## config.mk

```make
export PLATFORM = sky130hd
export DESIGN_NAME = csm_divider
export DESIGN_NICKNAME = d
export VERILOG_FILES = /design/src/rtl/core/csm_pkg.sv /design/src/rtl/core/csm_divider.sv
export SDC_FILE = /design/constraint.sdc
export NUM_CORES = 1
export LEC_CHECK = 0
export BUFFER_PORTS_ARGS = -buffer_cell sky130_fd_sc_hd__clkbuf_2
export CAP_MARGIN = 5
export CORE_MARGIN = 8
export CORE_UTILIZATION = 45
export DETAILED_ROUTE_END_ITERATION = 6
export GPL_TIMING_DRIVEN = 0
export PLACE_DENSITY = 0.67
export SETUP_SLACK_MARGIN = 0.4
export SLEW_MARGIN = 20
export SYNTH_ARGS = -nofsm -noshare
export SYNTH_HDL_FRONTEND = slang
export SYNTH_SLANG_ARGS = --single-unit
```

## constraint.sdc

```tcl
create_clock -name clock -period 4.8 [get_ports clock]
set_input_delay 0 -clock clock [delete_from_list [all_inputs] [get_ports clock]]
set_output_delay 0 -clock clock [all_outputs]
set_load 0.01 [all_outputs]
```

## src/rtl/core/csm_pkg.sv

```systemverilog
// shared types, codes and decode function for the colour stack machine executor
package csm_pkg;

   localparam int STACK_DEPTH_DEF = 1024;

   localparam logic [4:0] OP_NONE           = 5'd0;
   localparam logic [4:0] OP_PUSH           = 5'd1;
   localparam logic [4:0] OP_POP            = 5'd2;
   localparam logic [4:0] OP_ADD            = 5'd3;
   localparam logic [4:0] OP_SUB            = 5'd4;
   localparam logic [4:0] OP_MUL            = 5'd5;
   localparam logic [4:0] OP_DIV            = 5'd6;
   localparam logic [4:0] OP_MOD            = 5'd7;
   localparam logic [4:0] OP_NOT            = 5'd8;
   localparam logic [4:0] OP_CMP_GT         = 5'd9;
   localparam logic [4:0] OP_TURN_DIR       = 5'd10;
   localparam logic [4:0] OP_TOGGLE_CHOOSER = 5'd11;
   localparam logic [4:0] OP_DUP            = 5'd12;
   localparam logic [4:0] OP_ROLL           = 5'd13;
   localparam logic [4:0] OP_READ_NUM       = 5'd14;
   localparam logic [4:0] OP_READ_CHAR      = 5'd15;
   localparam logic [4:0] OP_WRITE_NUM      = 5'd16;
   localparam logic [4:0] OP_WRITE_CHAR     = 5'd17;

   localparam logic [1:0] KIND_NONE = 2'd0;
   localparam logic [1:0] KIND_NUM  = 2'd1;
   localparam logic [1:0] KIND_CHAR = 2'd2;

   localparam logic [1:0] ST_DONE      = 2'd0;
   localparam logic [1:0] ST_UNDERFLOW = 2'd1;
   localparam logic [1:0] ST_FULL      = 2'd2;
   localparam logic [1:0] ST_DIV_ZERO  = 2'd3;

   typedef struct packed {
      logic        start;
      logic [31:0] dividend;
      logic [31:0] divisor;
   } div_req_type;

   typedef struct packed {
      logic        done;
      logic [31:0] quotient;
      logic [31:0] remainder;
   } div_rsp_type;

   function automatic logic [4:0] decode_op(input logic [2:0] fh, input logic [1:0] fl,
                                            input logic [2:0] th, input logic [1:0] tl);
      logic [2:0] fhm;
      logic [2:0] thm;
      logic [1:0] flm;
      logic [1:0] tlm;
      logic [3:0] hd;
      logic [2:0] ld;
      logic [2:0] hs;
      logic [1:0] ls;
      fhm = (fh >= 3'd6) ? fh - 3'd6 : fh;
      thm = (th >= 3'd6) ? th - 3'd6 : th;
      flm = (fl == 2'd3) ? 2'd0 : fl;
      tlm = (tl == 2'd3) ? 2'd0 : tl;
      hd  = {1'b0, thm} + 4'd6 - {1'b0, fhm};
      ld  = {1'b0, tlm} + 3'd3 - {1'b0, flm};
      hs  = (hd >= 4'd6) ? 3'(hd - 4'd6) : hd[2:0];
      ls  = (ld >= 3'd3) ? 2'(ld - 3'd3) : ld[1:0];
      return 5'({2'b0, hs} * 5'd3 + {3'b0, ls});
   endfunction

endpackage

```

## src/rtl/core/csm_divider.sv

```systemverilog
// radix-2 restoring unsigned divider, one quotient bit per cycle
module csm_divider (
   input  logic                 clock,
   input  logic                 reset,
   input  csm_pkg::div_req_type div_req,
   output csm_pkg::div_rsp_type div_rsp
);

   logic        busy_ff, busy_in;
   logic        done_ff, done_in;
   logic [4:0]  cnt_ff, cnt_in;
   logic [31:0] rem_ff, rem_in;
   logic [31:0] quo_ff, quo_in;
   logic [31:0] dvs_ff, dvs_in;
   logic [32:0] shifted;
   logic [33:0] trial;

   always_comb begin
      busy_in = busy_ff;
      done_in = 1'b0;
      cnt_in  = cnt_ff;
      rem_in  = rem_ff;
      quo_in  = quo_ff;
      dvs_in  = dvs_ff;
      shifted = {rem_ff, quo_ff[31]};
      trial   = {1'b0, shifted} - {2'b0, dvs_ff};
      if (div_req.start) begin
         busy_in = 1'b1;
         cnt_in  = '0;
         rem_in  = '0;
         quo_in  = div_req.dividend;
         dvs_in  = div_req.divisor;
      end else if (busy_ff) begin
         if (!trial[33]) begin
            rem_in = trial[31:0];
            quo_in = {quo_ff[30:0], 1'b1};
         end else begin
            rem_in = shifted[31:0];
            quo_in = {quo_ff[30:0], 1'b0};
         end
         cnt_in = cnt_ff + 5'd1;
         if (cnt_ff == 5'd31) begin
            busy_in = 1'b0;
            done_in = 1'b1;
         end
      end
   end

   always_ff @(posedge clock) begin
      if (reset) begin
         busy_ff <= 1'b0;
         done_ff <= 1'b0;
         cnt_ff  <= '0;
      end else begin
         busy_ff <= busy_in;
         done_ff <= done_in;
         cnt_ff  <= cnt_in;
      end
      rem_ff <= rem_in;
      quo_ff <= quo_in;
      dvs_ff <= dvs_in;
   end

   assign div_rsp.done      = done_ff;
   assign div_rsp.quotient  = quo_ff;
   assign div_rsp.remainder = rem_ff;

endmodule

```

======== Word level (Yosys, flattened, before mapping) ========
Index checks and enable logic that the tools add are counted.
word-level totals
  flip-flop bits (word level) ............. 103
  input bits .............................. 67
  output and inout port bits .............. 65
  logic and storage cells ................. 21
cells by class
  $add $sub $neg .......................... 2
  equality and inequality tests ........... 1
  multiplexer cells ....................... 8
  bitwise logic cells ..................... 1
  reductions and logical operators ........ 3
operators by type and width
  operator               count
  $mux W32               3
  $sub A33 B32 Y34       1
  $add A5 B1 Y5 const B  1
  $eq A5 B5 Y1 const B   1
  $mux W1                5
  $reduce_or A3 Y1       1
  $reduce_bool A2 Y1     1
  $reduce_or A2 Y1       1
  $not A1 Y1             1

======== Longest topological paths before layout ========
  depth in word-level cells ............... 4
  mapped depth ............................ 13
  depth with buffers taken out ............ 12

======== Worst setup path before layout ========
OpenSTA, ideal clock, no wires.
  path type ............................... reg2reg
  start point ............................. register quo_ff[31]
  end point ............................... register rem_ff[24]
  setup time .............................. 0.134 ns
  data arrival time ....................... 2.631 ns
  data required time ...................... 4.666 ns
  setup slack ............................. 2.035 ns
  stages on the path, launching flop included .. 13
  buffers on the path ..................... 0
  clock period less this slack ............ 2.765 ns
  path through ............................ edfxtp_1 > inv_1 > ha_1 > inv_1 > fa_1 > a211oi_1 > nor2_1 > o31ai_1 > a21oi_1 > nor4b_1 > o41ai_1 > xnor2_1 > o22ai_1
on the way
  word-level cells in the longest chain between the ends .. 2
ends and longest elaborated chain
  item                    line               RTL
  from (decl)             csm_divider.sv:13  logic [31:0] quo_ff, quo_in;
  from (signal assigned)  csm_divider.sv:60  quo_ff <= quo_in;
  $sub A33 B32 Y34        csm_divider.sv:26  trial = {1'b0, shifted} - {2'b0, dvs_ff};
  $mux W32                csm_divider.sv:34  if (!trial[33]) begin
  to (signal assigned)    csm_divider.sv:59  rem_ff <= rem_in;
  to (decl)               csm_divider.sv:12  logic [31:0] rem_ff, rem_in;
Every way passes these cells.
A chain may end at the register's enable or synchronous reset.

======== Worst setup path after layout ========
Same ends and word-level chain as after synthesis.

==> impl_metrics.tcl <==
set metrics [dict create \
    status "finished, final reports clean" \
    crit_start "quo_ff[31]" \
    internal_power_mw 1.59 \
    final_common_cell "clkbuf_2" \
    slew_violations 0 \
    portBuffers 131 \
    antenna_found_initial 0 \
    slowest_delay_ps 560 \
    reg2reg_slack_ps 1360 \
    io_pins 132 \
    die_w_um 130 \
    drv_cap 0 \
    p_seq_share_pct 46.6 \
    worst-path-max-fanout 3 \
    r2r_cells 12 \
    slowest_stage "o31ai_1" \
    crit_chain "inv_1 > ha_1 > inv_1 > fa_1 > a211oi_1 > nor2_1 > o31ai_1 > a21oi_1 > nor4b_1 > o41ai_1 > xnor2_1 > o22ai_1" \
    drc 0 \
    wire_per_inst_um 18.1 \
    p_sw_share_pct 29.4 \
    hold_viol 0 \
    r2r_end "rem_ff[24]" \
    dieArea_um2 16900 \
    syn_area_per_cell_um2 10.5 \
    hold_start "div_req[8]" \
    fin_tns_setup_ps 0 \
    pwr-share-clk_pct 32.2 \
    grt-ovfl-total 0 \
    finalClockSkew_ps 14.7 \
    grt_pass1_vias 5310 \
    cts_buffer_depth 2 \
    cp.arrival_ps 3630 \
    power.leakage_nw 3.28 \
    hp-class "in -> reg" \
    synth.distinct_cells 63 \
    clk_pin_slew_ps 80 \
    multi_input_area_um2 2840 \
    cts_max_level 3 \
    dp.final_hpwl_um 11900 \
    drtIter0Drc 386 \
    rsz0062_at_grt "no" \
    critical_path_class "reg -> reg" \
    p_per_area_nw_per_um2 295 \
    dr.pass1.iters 5 \
    worstMarginPinSlew_ps 937 \
    synth_edf_count 64 \
    cp_top_family "compound AO/OA/AOI/OAI gates" \
    die_y_um 130 \
    layout-drive-gt1-share_pct 27.5 \
    regArea_um2 2700 \
    n_fill_cell 1060 \
    grtUsageTotal_pct 20.5 \
    synth_nets 657 \
    critPathLaunchType "register" \
    cts_tree "done" \
    ys_warn_count 0 \
    syn_area_um2 5840 \
    cts_made_buffers 9 \
    ctsResizeCount 0 \
    finalSetupViolCount 0 \
    vias_per_cell 5.53 \
    setup_slack_ps 1360 \
    min_period_over_period_pct 71.7 \
    holdPathEnd "dvs_ff[8]" \
    worst_path_most_repeated_cell "inv_1" \
    cts-root-buf "clkbuf_16" \
    vias 5196 \
    clkLatencyLatePin_ps 360 \
    wirelength_um 17000 \
    yosys_register_bits 103 \
    p_sw_mw 0.663 \
    synth_cells 555 \
    gp_congestion 0.962 \
    ir_drop_v 0.000226 \
    mostFrequentLayoutCells "clkbuf_2 (132), dlygate4sd3_1 (65), edfxtp_1 (64)" \
    cp_num_buf_inv 2 \
    relSlewSlack_pct 37.5 \
    p_comb_share_pct 21.2 \
    core_area_um2 12700 \
    initial_utilization_pct 46.1 \
    num_rows 41 \
    holdWs_ps 352 \
    synth-seq-area-share_pct 46.3 \
    dp_worst_setup_slack_ps 1540 \
    grt_start_max_net_pins 34 \
    ys.flop_type "edfxtp_1" \
    area_delta_synth_final_pct 31.0 \
    ant_nets 0 \
    clock.fmax_mhz 291 \
    n_antenna_cell 0 \
    clkSinkCount 103 \
    critical_path_required_ps 4990 \
    end_kind "register" \
    grt_pass1_wl_um 27200 \
    synthArstFlopShare_pct 0 \
    period_needed_ps 3440 \
    hold_depth 2 \
    r2r-start "quo_ff[31]" \
    nets 864 \
]
[power by group through the flow]
stage / registers, mW / clock network, mW / logic (mW)
finish: 1.05 / 0.727 / 0.478
global route: 1.06 / 0.774 / 0.523
CTS: 1.05 / 0.742 / 0.471
detailed placement: 1.07 / 0 / 0.427
global placement: 1.07 / 0 / 0.418
floorplan: 1.08 / 0 / 0.266
[metal layers]
metal	vias up	track usage, %	part of all wire, %
met5	-	0	0
met4	0	4.44	0.85
met3	16	6.20	7.8
met2	178	35.3	49
met1	2531	24.7	42
li1	2471	-	-
[layout make-up]
cell class / instances / area share (%)
well taps: 172 / 2.81
repair buffers: 196 / 17.1
flip-flops and latches: 103 / 35.3
clock buffers: 10 / 2.99
plain buffers: 26 / 1.83
multi-input cells: 382 / 37.0
inverters: 44 / 2.16
clock inverters: 6 / 0.817
[per-stage QoR]
step | instance area, um2 | util, % | cells | power, mW
floorplan | 5840 | - | 555 | 1.35
global placement | 6710 | 53.0 | 858 | 1.49
detailed placement | 6710 | 53.0 | 858 | 1.50
CTS | 7660 | 60.4 | 939 | 2.26
global route | 7660 | 60.4 | 939 | 2.36
finish | 7660 | 60.4 | 939 | 2.26
[state kept, by name (all words and copies together) (netlist names)]
signal and cells:
busy_ff 1, quo_ff 32, dvs_ff 32, rem_ff 32
cnt_ff 5, done_ff 1
[cells by family after synthesis]
logic type               Yosys count  share of synthesized area, %
AO/OA/AOI/OAI                    138                          16.9
XOR/XNOR                          27                          4.05
adder cells (fa/ha/maj)           35                          7.62
buffers and inverters             70                          5.22
flip-flops                       103                          46.3
multiplexers                      45                          8.39
AND/OR/NAND/NOR                  137                          11.5
[worst max path at each step]
stage / to / cells after the start
2_1_floorplan: rem_ff[24] / 12
3_3_place_gp: rem_ff[24] / 12
3_5_place_dp: rem_ff[24] / 12
4_1_cts: rem_ff[24] / 12
5_1_grt: rem_ff[24] / 12
6_report: rem_ff[24] / 12
[Yosys cell counts (3+ instances only)]
cell	count	area, um2
o21bai_1	6	45.0
o21ai_0	24	120
a211oi_1	13	97.6
buf_6	3	33.8
o31ai_1	4	30.0
buf_2	3	15.0
edfxtp_1	64	1920
nand2_1	38	143
ha_1	34	425
mux2_2	32	360
nor4_1	3	18.8
nand4_1	9	56.3
mux2i_1	13	130
a21o_1	8	60.1
clkbuf_1	10	37.5
dfxtp_1	39	781
nor2_1	33	124
nor3_1	15	75.1
a31oi_1	8	50.1
a311oi_2	4	60.1
xor2_1	10	87.6
inv_1	44	165
o311ai_0	6	52.6
o211ai_1	5	37.5
nand3_1	11	55.1
buf_4	4	30.0
o21a_1	7	52.6
xnor2_1	17	149
and2_1	3	18.8
a21oi_1	26	130
buf_1	5	18.8
o22ai_1	5	31.3
nor3_2	3	30.0
nor2b_1	7	43.8
[worst reg2reg max path, stage by stage, from the launching register on]
cell,delay [ps]
edfxtp_1,420
inv_1,80
ha_1,170
inv_1,60
fa_1,420
a211oi_1,330
nor2_1,120
o31ai_1,560
a21oi_1,160
nor4b_1,540
o41ai_1,170
xnor2_1,170
o22ai_1,100
[repair_timing]
action	4_1_cts	5_1_grt
endpoints found under the setup margin	0	0
hold endpoints to repair	71	0
setup buffers	0	0
hold buffers	65	0
Note: power is estimated with default switching activity, not from simulation.
